`src/hdl/vmps_pkg.sv`:
```
// Shared types and codes for the valve and motor phase sequencer.
`default_nettype none
package vmps_pkg;

    localparam int unsigned CFG_COUNT     = 8;
    localparam int unsigned CFG_IDX_W     = 3;
    localparam int unsigned TIME_W        = 16;
    localparam int unsigned SAMPLE_W      = 12;
    localparam int unsigned SUM_W         = 15;
    localparam int unsigned TAKEN_W       = 4;
    localparam int unsigned SAMPLE_SHIFT  = 3;

    localparam logic [TIME_W-1:0]  ADC_START_MS = 16'd10;
    localparam logic [TAKEN_W-1:0] SAMPLE_COUNT = 4'd8;

    // register indexes
    localparam logic [CFG_IDX_W-1:0] REG_FWD_TIME   = 3'd0;
    localparam logic [CFG_IDX_W-1:0] REG_REV_TIME   = 3'd1;
    localparam logic [CFG_IDX_W-1:0] REG_FWD_LIMIT  = 3'd2;
    localparam logic [CFG_IDX_W-1:0] REG_REV_LIMIT  = 3'd3;
    localparam logic [CFG_IDX_W-1:0] REG_SPRAY_LEAD = 3'd4;
    localparam logic [CFG_IDX_W-1:0] REG_SPRAY_OPEN = 3'd5;
    localparam logic [CFG_IDX_W-1:0] REG_SPRAY_TAIL = 3'd6;
    localparam logic [CFG_IDX_W-1:0] REG_VALVE_PER  = 3'd7;

    // input kinds
    localparam logic [1:0] KIND_TICK    = 2'd0;
    localparam logic [1:0] KIND_EDGE    = 2'd1;
    localparam logic [1:0] KIND_COMMAND = 2'd2;
    localparam logic [1:0] KIND_SAMPLE  = 2'd3;

    // command targets
    localparam logic [2:0] MODE_TIMED   = 3'd0;
    localparam logic [2:0] MODE_ENCODER = 3'd1;
    localparam logic [2:0] MODE_SPRAY   = 3'd2;
    localparam logic [2:0] MODE_VALVE   = 3'd3;
    localparam logic [2:0] MODE_MAN_FWD = 3'd4;
    localparam logic [2:0] MODE_MAN_REV = 3'd5;

    // motor drive
    localparam logic [1:0] DRIVE_BRAKE = 2'd0;
    localparam logic [1:0] DRIVE_FWD   = 2'd1;
    localparam logic [1:0] DRIVE_REV   = 2'd2;

    // phases
    localparam logic [3:0] PH_IDLE       = 4'd0;
    localparam logic [3:0] PH_TIMED_FWD  = 4'd1;
    localparam logic [3:0] PH_TIMED_REV  = 4'd2;
    localparam logic [3:0] PH_ENC_FWD    = 4'd3;
    localparam logic [3:0] PH_ENC_REV    = 4'd4;
    localparam logic [3:0] PH_SPRAY_LEAD = 4'd5;
    localparam logic [3:0] PH_SPRAY_OPEN = 4'd6;
    localparam logic [3:0] PH_SPRAY_TAIL = 4'd7;
    localparam logic [3:0] PH_VALVE_WAIT = 4'd8;
    localparam logic [3:0] PH_VALVE_OPEN = 4'd9;

    typedef struct packed {
        logic [TIME_W-1:0] fwd_time_ms;
        logic [TIME_W-1:0] rev_time_ms;
        logic [TIME_W-1:0] fwd_edge_limit;
        logic [TIME_W-1:0] rev_edge_limit;
        logic [TIME_W-1:0] spray_lead_ms;
        logic [TIME_W-1:0] spray_open_ms;
        logic [TIME_W-1:0] spray_tail_ms;
        logic [TIME_W-1:0] valve_period_ms;
    } vmps_cfg_t;

    typedef struct packed {
        logic [1:0]          kind;
        logic [2:0]          mode;
        logic                run;
        logic [SAMPLE_W-1:0] adc_sample;
    } vmps_item_t;

endpackage
`default_nettype wire

```
`src/hdl/valve_motor_phase_sequencer_unit.sv`:
```
// Top level of the valve and motor phase sequencer.
//
// Takes one event transaction (tick, encoder edge, command or ADC sample) per
// clock while the result is not stalled, and returns exactly one result
// transaction for each. The event is captured in an input register, then a
// state update writes the sequencer state, which is the result register.
// Throughput is one transaction per cycle while the result is not stalled,
// set by that single state update; a stalled result holds the input register,
// which still accepts one more transaction. Configuration writes are always
// ready and must only occur while the block is idle.
`default_nettype none
module valve_motor_phase_sequencer_unit (
    input  wire logic                           clk,
    input  wire logic                           rst_n,
    input  wire logic                           cfg_valid,
    output logic                                cfg_ready,
    input  wire logic [vmps_pkg::CFG_IDX_W-1:0] cfg_index,
    input  wire logic [vmps_pkg::TIME_W-1:0]    cfg_data,
    input  wire logic                           item_valid,
    output logic                                item_ready,
    input  wire logic [1:0]                     kind,
    input  wire logic [2:0]                     mode,
    input  wire logic                           run,
    input  wire logic [11:0]                    adc_sample,
    output logic                                result_valid,
    input  wire logic                           result_ready,
    output logic [1:0]                          motor_drive,
    output logic                                enable_one,
    output logic                                enable_two,
    output logic [3:0]                          phase,
    output logic [15:0]                         position,
    output logic [11:0]                         adc_mean,
    output logic                                rejected
);
    import vmps_pkg::*;

    vmps_cfg_t  cfg;
    vmps_item_t item_in;
    vmps_item_t held_item;
    logic       held_valid;
    logic       take;

    assign item_in.kind       = kind;
    assign item_in.mode       = mode;
    assign item_in.run        = run;
    assign item_in.adc_sample = adc_sample;

    vmps_cfg_regs u_cfg (
        .clk       (clk),
        .rst_n     (rst_n),
        .cfg_valid (cfg_valid),
        .cfg_ready (cfg_ready),
        .cfg_index (cfg_index),
        .cfg_data  (cfg_data),
        .cfg       (cfg)
    );

    vmps_in_stage u_in (
        .clk        (clk),
        .rst_n      (rst_n),
        .item_valid (item_valid),
        .item_ready (item_ready),
        .item_in    (item_in),
        .take       (take),
        .held_valid (held_valid),
        .held_item  (held_item)
    );

    vmps_core u_core (
        .clk          (clk),
        .rst_n        (rst_n),
        .cfg          (cfg),
        .held_valid   (held_valid),
        .held_item    (held_item),
        .take         (take),
        .result_valid (result_valid),
        .result_ready (result_ready),
        .motor_drive  (motor_drive),
        .enable_one   (enable_one),
        .enable_two   (enable_two),
        .phase        (phase),
        .position     (position),
        .adc_mean     (adc_mean),
        .rejected     (rejected)
    );

endmodule
`default_nettype wire

```
`src/hdl/vmps_cfg_regs.sv`:
```
// Configuration register file for the sequencer timing and limits.
`default_nettype none
module vmps_cfg_regs (
    input  wire logic                           clk,
    input  wire logic                           rst_n,
    input  wire logic                           cfg_valid,
    output logic                                cfg_ready,
    input  wire logic [vmps_pkg::CFG_IDX_W-1:0] cfg_index,
    input  wire logic [vmps_pkg::TIME_W-1:0]    cfg_data,
    output vmps_pkg::vmps_cfg_t                 cfg
);
    import vmps_pkg::*;

    vmps_cfg_t cfg_reg;
    vmps_cfg_t cfg_next;

    assign cfg_ready = 1'b1;
    assign cfg       = cfg_reg;

    always_comb
    begin
        cfg_next = cfg_reg;
        if (cfg_valid)
        begin
            unique case (cfg_index)
                REG_FWD_TIME:   cfg_next.fwd_time_ms     = cfg_data;
                REG_REV_TIME:   cfg_next.rev_time_ms     = cfg_data;
                REG_FWD_LIMIT:  cfg_next.fwd_edge_limit  = cfg_data;
                REG_REV_LIMIT:  cfg_next.rev_edge_limit  = cfg_data;
                REG_SPRAY_LEAD: cfg_next.spray_lead_ms   = cfg_data;
                REG_SPRAY_OPEN: cfg_next.spray_open_ms   = cfg_data;
                REG_SPRAY_TAIL: cfg_next.spray_tail_ms   = cfg_data;
                REG_VALVE_PER:  cfg_next.valve_period_ms = cfg_data;
                default:        cfg_next = cfg_reg;
            endcase
        end
    end

    always_ff @(posedge clk or negedge rst_n)
    begin
        if (!rst_n)
        begin
            cfg_reg.fwd_time_ms     <= 16'd33;
            cfg_reg.rev_time_ms     <= 16'd66;
            cfg_reg.fwd_edge_limit  <= 16'd100;
            cfg_reg.rev_edge_limit  <= 16'd50;
            cfg_reg.spray_lead_ms   <= 16'd50;
            cfg_reg.spray_open_ms   <= 16'd100;
            cfg_reg.spray_tail_ms   <= 16'd75;
            cfg_reg.valve_period_ms <= 16'd50;
        end
        else
        begin
            cfg_reg <= cfg_next;
        end
    end

endmodule
`default_nettype wire

```
`src/hdl/vmps_in_stage.sv`:
```
// Input register stage holding one event transaction.
`default_nettype none
module vmps_in_stage (
    input  wire logic                 clk,
    input  wire logic                 rst_n,
    input  wire logic                 item_valid,
    output logic                      item_ready,
    input  wire vmps_pkg::vmps_item_t item_in,
    input  wire logic                 take,
    output logic                      held_valid,
    output vmps_pkg::vmps_item_t      held_item
);
    import vmps_pkg::*;

    logic       valid_reg;
    logic       valid_next;
    vmps_item_t item_reg;

    assign item_ready = !valid_reg || take;
    assign valid_next = (item_valid && item_ready) || (valid_reg && !take);
    assign held_valid = valid_reg;
    assign held_item  = item_reg;

    always_ff @(posedge clk or negedge rst_n)
    begin
        if (!rst_n)
        begin
            valid_reg <= 1'b0;
        end
        else
        begin
            valid_reg <= valid_next;
        end
    end

    always_ff @(posedge clk)
    begin
        if (item_valid && item_ready)
        begin
            item_reg <= item_in;
        end
    end

endmodule
`default_nettype wire

```
`src/hdl/vmps_core.sv`:
```
// Sequencer state update; the state registers double as the result register.
`default_nettype none
module vmps_core (
    input  wire logic                 clk,
    input  wire logic                 rst_n,
    input  wire vmps_pkg::vmps_cfg_t  cfg,
    input  wire logic                 held_valid,
    input  wire vmps_pkg::vmps_item_t held_item,
    output logic                      take,
    output logic                      result_valid,
    input  wire logic                 result_ready,
    output logic [1:0]                motor_drive,
    output logic                      enable_one,
    output logic                      enable_two,
    output logic [3:0]                phase,
    output logic [15:0]               position,
    output logic [11:0]               adc_mean,
    output logic                      rejected
);
    import vmps_pkg::*;

    logic [3:0]          phase_reg,     phase_next;
    logic [TIME_W-1:0]   time_left_reg, time_left_next;
    logic [15:0]         edge_reg,      edge_next;
    logic [1:0]          drive_reg,     drive_next;
    logic                en_one_reg,    en_one_next;
    logic                en_two_reg,    en_two_next;
    logic [SUM_W-1:0]    sum_reg,       sum_next;
    logic [TAKEN_W-1:0]  taken_reg,     taken_next;
    logic [SAMPLE_W-1:0] mean_reg,      mean_next;
    logic                rej_reg,       rej_next;
    logic                out_valid_reg, out_valid_next;

    logic [15:0]         edge_plus;
    logic [TIME_W-1:0]   open_len;
    logic                busy;

    assign take           = held_valid && (!out_valid_reg || result_ready);
    assign out_valid_next = take || (out_valid_reg && !result_ready);

    assign edge_plus = edge_reg + 16'd1;
    assign busy      = (phase_reg != PH_IDLE);
    assign open_len  = (cfg.valve_period_ms >= ADC_START_MS)
                       ? (cfg.valve_period_ms - ADC_START_MS) : '0;

    always_comb
    begin
        phase_next     = phase_reg;
        time_left_next = time_left_reg;
        edge_next      = edge_reg;
        drive_next     = drive_reg;
        en_one_next    = en_one_reg;
        en_two_next    = en_two_reg;
        sum_next       = sum_reg;
        taken_next     = taken_reg;
        mean_next      = mean_reg;
        rej_next       = rej_reg;
        if (take)
        begin
            rej_next = 1'b0;
            unique case (held_item.kind)
                KIND_TICK:
                begin
                    if (phase_reg != PH_IDLE && phase_reg != PH_ENC_FWD
                        && phase_reg != PH_ENC_REV)
                    begin
                        if (time_left_reg > 16'd1)
                        begin
                            time_left_next = time_left_reg - 16'd1;
                        end
                        else
                        begin
                            unique case (phase_reg)
                                PH_TIMED_FWD:
                                begin
                                    drive_next     = DRIVE_REV;
                                    en_one_next    = 1'b0;
                                    time_left_next = cfg.rev_time_ms;
                                    phase_next     = PH_TIMED_REV;
                                end
                                PH_SPRAY_LEAD:
                                begin
                                    en_one_next    = 1'b1;
                                    time_left_next = cfg.spray_open_ms;
                                    phase_next     = PH_SPRAY_OPEN;
                                end
                                PH_SPRAY_OPEN:
                                begin
                                    en_one_next    = 1'b0;
                                    time_left_next = cfg.spray_tail_ms;
                                    phase_next     = PH_SPRAY_TAIL;
                                end
                                PH_VALVE_WAIT:
                                begin
                                    taken_next     = '0;
                                    sum_next       = '0;
                                    time_left_next = open_len;
                                    phase_next     = PH_VALVE_OPEN;
                                end
                                PH_TIMED_REV:
                                begin
                                    drive_next     = DRIVE_BRAKE;
                                    phase_next     = PH_IDLE;
                                    time_left_next = '0;
                                end
                                PH_SPRAY_TAIL:
                                begin
                                    en_two_next    = 1'b0;
                                    phase_next     = PH_IDLE;
                                    time_left_next = '0;
                                end
                                PH_VALVE_OPEN:
                                begin
                                    en_one_next    = 1'b0;
                                    phase_next     = PH_IDLE;
                                    time_left_next = '0;
                                end
                                default:
                                begin
                                    phase_next     = PH_IDLE;
                                    time_left_next = '0;
                                end
                            endcase
                        end
                    end
                end
                KIND_EDGE:
                begin
                    edge_next = edge_plus;
                    if (phase_reg == PH_ENC_FWD)
                    begin
                        if (edge_plus > cfg.fwd_edge_limit)
                        begin
                            en_one_next = 1'b0;
                            edge_next   = '0;
                            drive_next  = DRIVE_REV;
                            phase_next  = PH_ENC_REV;
                        end
                    end
                    else if (phase_reg == PH_ENC_REV)
                    begin
                        if (edge_plus > cfg.rev_edge_limit)
                        begin
                            drive_next     = DRIVE_BRAKE;
                            phase_next     = PH_IDLE;
                            time_left_next = '0;
                        end
                    end
                end
                KIND_COMMAND:
                begin
                    if (held_item.mode == MODE_MAN_REV)
                    begin
                        if (busy)
                        begin
                            rej_next = 1'b1;
                        end
                        else
                        begin
                            drive_next = held_item.run ? DRIVE_REV : DRIVE_BRAKE;
                        end
                    end
                    else if (held_item.mode > MODE_MAN_REV)
                    begin
                        rej_next = 1'b0;
                    end
                    else if (held_item.run)
                    begin
                        if (busy)
                        begin
                            rej_next = 1'b1;
                        end
                        else
                        begin
                            unique case (held_item.mode)
                                MODE_TIMED:
                                begin
                                    edge_next      = '0;
                                    en_one_next    = 1'b1;
                                    drive_next     = DRIVE_FWD;
                                    time_left_next = cfg.fwd_time_ms;
                                    phase_next     = PH_TIMED_FWD;
                                end
                                MODE_ENCODER:
                                begin
                                    edge_next      = '0;
                                    en_one_next    = 1'b1;
                                    drive_next     = DRIVE_FWD;
                                    time_left_next = '0;
                                    phase_next     = PH_ENC_FWD;
                                end
                                MODE_SPRAY:
                                begin
                                    en_two_next    = 1'b1;
                                    time_left_next = cfg.spray_lead_ms;
                                    phase_next     = PH_SPRAY_LEAD;
                                end
                                MODE_VALVE:
                                begin
                                    if (cfg.valve_period_ms < ADC_START_MS)
                                    begin
                                        rej_next = 1'b1;
                                    end
                                    else
                                    begin
                                        en_one_next    = 1'b1;
                                        mean_next      = '0;
                                        taken_next     = SAMPLE_COUNT;
                                        sum_next       = '0;
                                        time_left_next = ADC_START_MS;
                                        phase_next     = PH_VALVE_WAIT;
                                    end
                                end
                                default:
                                begin
                                    en_one_next = 1'b1;
                                    drive_next  = DRIVE_FWD;
                                end
                            endcase
                        end
                    end
                    else
                    begin
                        unique case (held_item.mode)
                            MODE_TIMED, MODE_ENCODER:
                            begin
                                en_one_next    = 1'b0;
                                drive_next     = DRIVE_BRAKE;
                                phase_next     = PH_IDLE;
                                time_left_next = '0;
                            end
                            MODE_SPRAY:
                            begin
                                en_one_next    = 1'b0;
                                en_two_next    = 1'b0;
                                phase_next     = PH_IDLE;
                                time_left_next = '0;
                            end
                            MODE_VALVE:
                            begin
                                en_one_next    = 1'b0;
                                phase_next     = PH_IDLE;
                                time_left_next = '0;
                            end
                            default:
                            begin
                                drive_next = DRIVE_BRAKE;
                            end
                        endcase
                    end
                end
                default:
                begin
                    if (taken_reg < SAMPLE_COUNT)
                    begin
                        sum_next   = sum_reg + SUM_W'(held_item.adc_sample);
                        taken_next = taken_reg + 4'd1;
                        if (taken_next >= SAMPLE_COUNT)
                        begin
                            mean_next = sum_next[SUM_W-1:SAMPLE_SHIFT];
                        end
                    end
                end
            endcase
        end
    end

    always_ff @(posedge clk or negedge rst_n)
    begin
        if (!rst_n)
        begin
            phase_reg     <= PH_IDLE;
            time_left_reg <= '0;
            edge_reg      <= '0;
            drive_reg     <= DRIVE_BRAKE;
            en_one_reg    <= 1'b0;
            en_two_reg    <= 1'b0;
            sum_reg       <= '0;
            taken_reg     <= SAMPLE_COUNT;
            mean_reg      <= '0;
            rej_reg       <= 1'b0;
            out_valid_reg <= 1'b0;
        end
        else
        begin
            phase_reg     <= phase_next;
            time_left_reg <= time_left_next;
            edge_reg      <= edge_next;
            drive_reg     <= drive_next;
            en_one_reg    <= en_one_next;
            en_two_reg    <= en_two_next;
            sum_reg       <= sum_next;
            taken_reg     <= taken_next;
            mean_reg      <= mean_next;
            rej_reg       <= rej_next;
            out_valid_reg <= out_valid_next;
        end
    end

    assign result_valid = out_valid_reg;
    assign motor_drive  = drive_reg;
    assign enable_one   = en_one_reg;
    assign enable_two   = en_two_reg;
    assign phase        = phase_reg;
    assign position     = edge_reg;
    assign adc_mean     = mean_reg;
    assign rejected     = rej_reg;

`ifndef SYNTHESIS
    // a stalled result must not be overwritten by a later transaction
    assert property (@(posedge clk) disable iff (!rst_n)
        (out_valid_reg && !result_ready) |=>
            ($stable(phase_reg) && $stable(edge_reg) && $stable(drive_reg)
             && $stable(mean_reg) && $stable(rej_reg)))
        else $error("result changed while stalled");

    // untimed phases never carry a pending count
    assert property (@(posedge clk) disable iff (!rst_n)
        (phase_reg == PH_IDLE || phase_reg == PH_ENC_FWD || phase_reg == PH_ENC_REV)
            |-> (time_left_reg == '0))
        else $error("time_left nonzero in untimed phase");

    assert property (@(posedge clk) disable iff (!rst_n)
        taken_reg <= SAMPLE_COUNT)
        else $error("sample counter overran");

    // a refused command leaves the phase alone
    assert property (@(posedge clk) disable iff (!rst_n)
        (take && rej_next) |=> $stable(phase_reg))
        else $error("rejected command changed phase");
`endif

endmodule
`default_nettype wire

```
`config.mk`:
```
export PLATFORM = sky130hd
export DESIGN_NAME = valve_motor_phase_sequencer_unit
export DESIGN_NICKNAME = d
export VERILOG_FILES = /design/src/hdl/vmps_pkg.sv /design/src/hdl/valve_motor_phase_sequencer_unit.sv /design/src/hdl/vmps_cfg_regs.sv /design/src/hdl/vmps_in_stage.sv /design/src/hdl/vmps_core.sv
export SDC_FILE = /design/constraint.sdc
export NUM_CORES = 1
export LEC_CHECK = 0
export BUFFER_PORTS_ARGS = -buffer_cell sky130_fd_sc_hd__buf_4
export CORE_MARGIN = 3
export CORE_UTILIZATION = 66
export DETAILED_ROUTE_END_ITERATION = 10
export PLACE_DENSITY = 0.86
export SLEW_MARGIN = 20
export SYNTH_ARGS = -nofsm -noshare
export SYNTH_HDL_FRONTEND = slang
export SYNTH_SLANG_ARGS = --single-unit
```
`constraint.sdc`:
```
create_clock -name clk -period 9.95 [get_ports clk]
set_clock_uncertainty 0.15 [all_clocks]
set_input_delay 1.99 -clock clk [delete_from_list [all_inputs] [get_ports clk]]
set_output_delay 1.99 -clock clk [all_outputs]
set_load 0.05 [all_outputs]
```
## Yosys cells after proc, flatten, opt, wreduce, memory -nomap -nowiden

Cells that the tools add are included.

| storage, ports and cells | value |
|---|---|
| input bits | 42 |
| memory bits (writable) | 0 |
| latch bits | 0 |
| register bits | 220 |
| memories kept | 0 |
| ROM bits | 0 |

| operators by class | value |
|---|---|
| mux-type cells | 115 |
| equality and inequality tests | 56 |
| div/mod/pow operators | 0 |
| multiply operators | 0 |
| shifts and indexed selects | 0 |
| add/subtract/negate cells | 5 |
| reductions and logical operators | 45 |
| bitwise gates (word level) | 2 |
| order comparisons | 8 |

Operator list:

| kind | count |
|---|---|
| $mux W16 | 19 |
| $mux W15 | 10 |
| $pmux W16 S4 | 2 |
| $mux W12 | 8 |
| $mux W4 | 21 |
| $pmux W16 S3 | 1 |
| $pmux W15 S3 | 1 |
| $reduce_and A13 Y1 | 3 |
| $gt A16 B16 Y1 | 2 |
| $pmux W16 S2 | 1 |
| $pmux W4 S4 | 2 |
| $mux W2 | 14 |
| $mux W1 | 27 |
| $ne A3 B3 Y1 const B | 8 |
| $pmux W12 S2 | 1 |
| $pmux W4 S3 | 2 |
| $reduce_and A12 Y1 | 2 |
| $ne A2 B2 Y1 const B | 11 |
| $reduce_and A10 Y1 | 2 |
| $add A16 B1 Y16 const B | 1 |
| $eq A4 B3 Y1 const B | 4 |
| $ge A16 B4 Y1 const B | 1 |
| $gt A16 B1 Y1 const B | 1 |
| $lt A16 B4 Y1 const B | 1 |
| 40 further kinds | 86 |

## Longest topological paths before layout

| depth | value |
|---|---|
| depth in word-level cells | 8 |
| mapped depth | 15 |
| mapped depth without buffers | 14 |

## Hierarchy

From an unflattened synthesis, not the netlist that was laid out.

| unflattened totals | value |
|---|---|
| cell total of the unflattened synthesis | 1107 |
| area total of the unflattened synthesis | 12144.1 um2 |

By module, submodules not included:

| module | area an instance (um2) | sequential area each (um2) | instances | cells each |
|---|---|---|---|---|
| vmps_core | 6595.1 | 1828.0 | 1 | 804 |
| vmps_cfg_regs | 4954.8 | 3231.8 | 1 | 281 |
| vmps_in_stage | 594.3 | 565.5 | 1 | 22 |

## Worst setup path after synthesis

OpenSTA, ideal clock, no wires.

| path | value |
|---|---|
| kind | input to output |
| start | input port result_ready |
| end | output port item_ready |
| arrival | 2473 ps |
| stages | 1 |
| path slack | 5337 ps |
| cell sequence | nand3b_1 |

| between the ends | value |
|---|---|
| longest elaborated chain between the ends | 3 |

Ends and longest elaborated chain:

| item | line | text |
|---|---|---|
| from (decl) | valve_motor_phase_sequencer_unit.sv:26 | `input wire logic result_ready,` |
| $logic_or A1 B1 Y1 | vmps_core.sv:38 | `assign take = held_valid && (!out_valid_reg \|\| result_ready);` |
| $logic_and A1 B1 Y1 | vmps_core.sv:38 |  |
| $logic_or A1 B1 Y1 | vmps_in_stage.sv:19 | `assign item_ready = !valid_reg \|\| take;` |
| to (decl) | valve_motor_phase_sequencer_unit.sv:20 | `output logic item_ready,` |

Every way passes these cells.

## Final worst setup path

Ends and elaborated chain as after synthesis.

==> results.yml <==
run_status:
  run_status: "finished, final reports clean"
detailed_routing:
  drc_errors: 0
  first_iter_violations: 1000
  wl_per_cell_um: 21.3
  totalWireLength_um: 30800
  routed_via_density: 6.68
  antenna_left: 0
  first_pass_iters: 6
  vias: 9642
clock_tree:
  clkSinkCount: 220
  clkLatencyLatePin_ns: 0.52
  cts_resized: 0
  cts_root_buf: "clkbuf_16"
  hold_buffers: 0
  htree_levels: 1
  cts_tree: "done"
  post_cts_buffers: 0
  clockBufferDepth: 3
  cts_inserted_buffers: 23
  clkSlewWorstSetupHoldPaths_ns: 0.06
worst_setup_path:
  arrival_ns: 2.52
  crit_family: "buffers and inverters"
  critPathLaunchType: "input pin"
  crit_path_cell_trace: "buf_4, nand3b_1, buf_4"
  max_stage_delay_ns: 0.22
  slowest_stage: "buf_4"
  crit_type: "input pin to primary output"
  cp-end-kind: "primary output"
  cp.required_ns: 7.81
  worst-path-buf-inv: 2
  crit_fanout: 3
  cp_common_cell: "buf_4"
synthesis:
  synth-seq-cells: 220
  syn_nets: 1235
  synthArstFlopShare_pct: 91.8
  synth.avg_cell_area_sq_um: 10.6
  yosysWarnings: 0
  ys_seq_area_share_pct: 46.8
  synth_cells: 1139
  synth_cell_type_count: 76
  syn_area_sq_um: 12000
  synth_area_leader_cell: "dfrtp_1"
  synth_enable_flop_cells: 18
  synth-main-ff-cell: "dfrtp_1"
  netlist.area_leader.share_pct: 37.0
  yosys-top-cells-area: "dfrtp_1, mux2_2, ha_1"
sta:
  final_max_slew_viol_count: 0
  hold_viol: 0
  fin_setup_tns_ns: 0
  maxSlewHeadroom_pct: 24.4
  rsz0062_at_grt: "no"
  holdWs_ns: 0.331
  post-route-min-period_ns: 4.66
  min_period_over_period_pct: 46.8
  setup_violations: 0
  worst_slew_pin_slew_ns: 1.13
  fmax_ghz: 0.215
grt:
  grt_start_max_net_pins: 120
  grt_util_all_layers_pct: 30.7
  gr-total-overflow: 0
  antenna_found_initial: 0
  grt_pass1_wl_um: 49600
  grt_pass1_vias: 9550
worst_hold_path:
  hold_class: "flop to flop"
layout:
  largest_reg_flops: 128
  multi_input_area_sq_um: 6040
  drive_gt1_share_pct: 24.3
  nets: 1298
  antenna_cells: 0
  area_growth_pct: 13.4
  n_fill_cell: 1123
  seq_area_sq_um: 5630
  fin_util_pct: 77.5
floorplan:
  initial_utilization_pct: 68.4
  coreArea_sq_um: 17600
  fp.dieH_um: 141
  fp.dieW_um: 141
  die_area_sq_um: 19900
  io-pin-count: 82
  rows: 48
flow_run:
  drv_cap: 0
placement:
  portBuffers: 80
  hpwl_um: 20400
  gp_congestion: 0.935
power_and_ir_drop:
  p_per_area_nw_per_um2: 237
  p_leak_nw: 5.86
  ir_worst_vdd_uv: 201
metal layers:
layer  share of wire, %  global-route usage [%]
met5                  0                       0
met4                3.0                    9.08
met3                9.1                    6.11
met2                 48                    51.1
met1                 40                    41.1
synthesized netlist by cell type (15+ instances only):
library cell / number
nor2b_1: 19
dfrtp_1: 178
nor2_1: 74
a21oi_1: 70
mux2_2: 122
inv_1: 51
nand2_1: 78
ha_1: 53
a22o_1: 30
xnor2_1: 26
edfxtp_1: 18
clkbuf_1: 34
dfstp_2: 24
nand3_1: 26
nand4_1: 15
o21ai_0: 77
nor3_1: 19
cell type report:
type / count / area share (%)
sequential: 220 / 41.2
clock inverter: 5 / 0.578
tap: 225 / 2.06
inverter: 51 / 1.40
timing repair buffer: 91 / 5.11
multi-input combinational: 815 / 44.2
clock buffer: 37 / 5.36
through the flow:
| stage | setup slack (ns) | total power, mW | std cells | area [sq um] |
|---|---|---|---|---|
| 2_1_floorplan | 5.34 | 2.02 | 1139 | 12000 |
| 3_3_place_gp | 5.33 | 2.25 | 1401 | 12800 |
| 3_5_place_dp | 5.31 | 2.30 | 1401 | 12800 |
| 4_1_cts | 5.29 | 3.22 | 1443 | 13600 |
| 5_1_grt | 4.96 | 3.40 | 1444 | 13600 |
| 6_report | 5.29 | 3.23 | 1444 | 13600 |
worst reg2reg max path: stages, from the launching register on:
cell	delay, ns
dfrtp_1	0.48
ha_1	0.26
nand3_1	0.15
nor2_1	0.37
and3_1	0.30
nand3_1	0.11
xnor2_1	0.18
ha_1	0.32
nand4_1	0.12
nor4_1	0.37
nand4_1	0.30
a31oi_2	0.97
o21ai_0	0.21
a31oi_1	0.20
where the power goes:
group	switching (mW)	internal [mW]	leakage, nW
registers	0.192	1.13	2.63
clock network	0.355	0.555	0.399
logic	0.567	0.430	2.83
total	1.11	2.11	5.86
cells by family (layout without fill, tap and decap cells):
| family | Yosys count | in the layout | synth area share, % |
|---|---|---|---|
| XOR/XNOR | 37 | 37 | 2.69 |
| adder cells (fa/ha/maj) | 54 | 54 | 5.68 |
| other | 1 | 1 | 0.0312 |
| multiplexers | 129 | 129 | 12.0 |
| flip-flops | 220 | 220 | 46.8 |
| AO/OA/AOI/OAI | 294 | 294 | 16.5 |
| buffers and inverters | 104 | 184 | 3.52 |
| AND/OR/NAND/NOR | 300 | 300 | 12.8 |
cells in the final DEF, fill, tap and decap left out, types with 11 or more instances in the layout:
master | synthesis | routed
dfrtp_1 | 178 | 178
mux2_2 | 122 | 122
buf_4 | 3 | 89
nand2_1 | 78 | 78
o21ai_0 | 77 | 77
nor2_1 | 74 | 74
a21oi_1 | 70 | 70
ha_1 | 53 | 53
inv_1 | 51 | 51
a22o_1 | 30 | 30
nand3_1 | 26 | 26
xnor2_1 | 26 | 26
clkbuf_16 | 0 | 25
dfstp_2 | 24 | 24
nor2b_1 | 19 | 19
edfxtp_1 | 18 | 18
nor3_1 | 19 | 16
nand4_1 | 15 | 15
nand2b_1 | 14 | 14
o21a_1 | 14 | 14
a222oi_1 | 14 | 14
xor2_1 | 11 | 11
worst paths after layout:
kind	from	endpoint	slack (ns)	depth (start not counted)
setup reg to reg	u_core.position[0]	u_core.position[6]	5.39	13
hold / removal	u_core.adc_mean[6]	u_core.adc_mean[6]	0.33	2
max in group asynchronous	rst_n	u_cfg.cfg[67]	6.55	2
hold reg to reg	u_core.adc_mean[6]	u_core.adc_mean[6]	0.33	2
min in group asynchronous	rst_n	u_core.sum_reg[1]	1.49	1
setup / recovery	result_ready	item_ready	5.29	3
(Power assumes the default switching activity.)
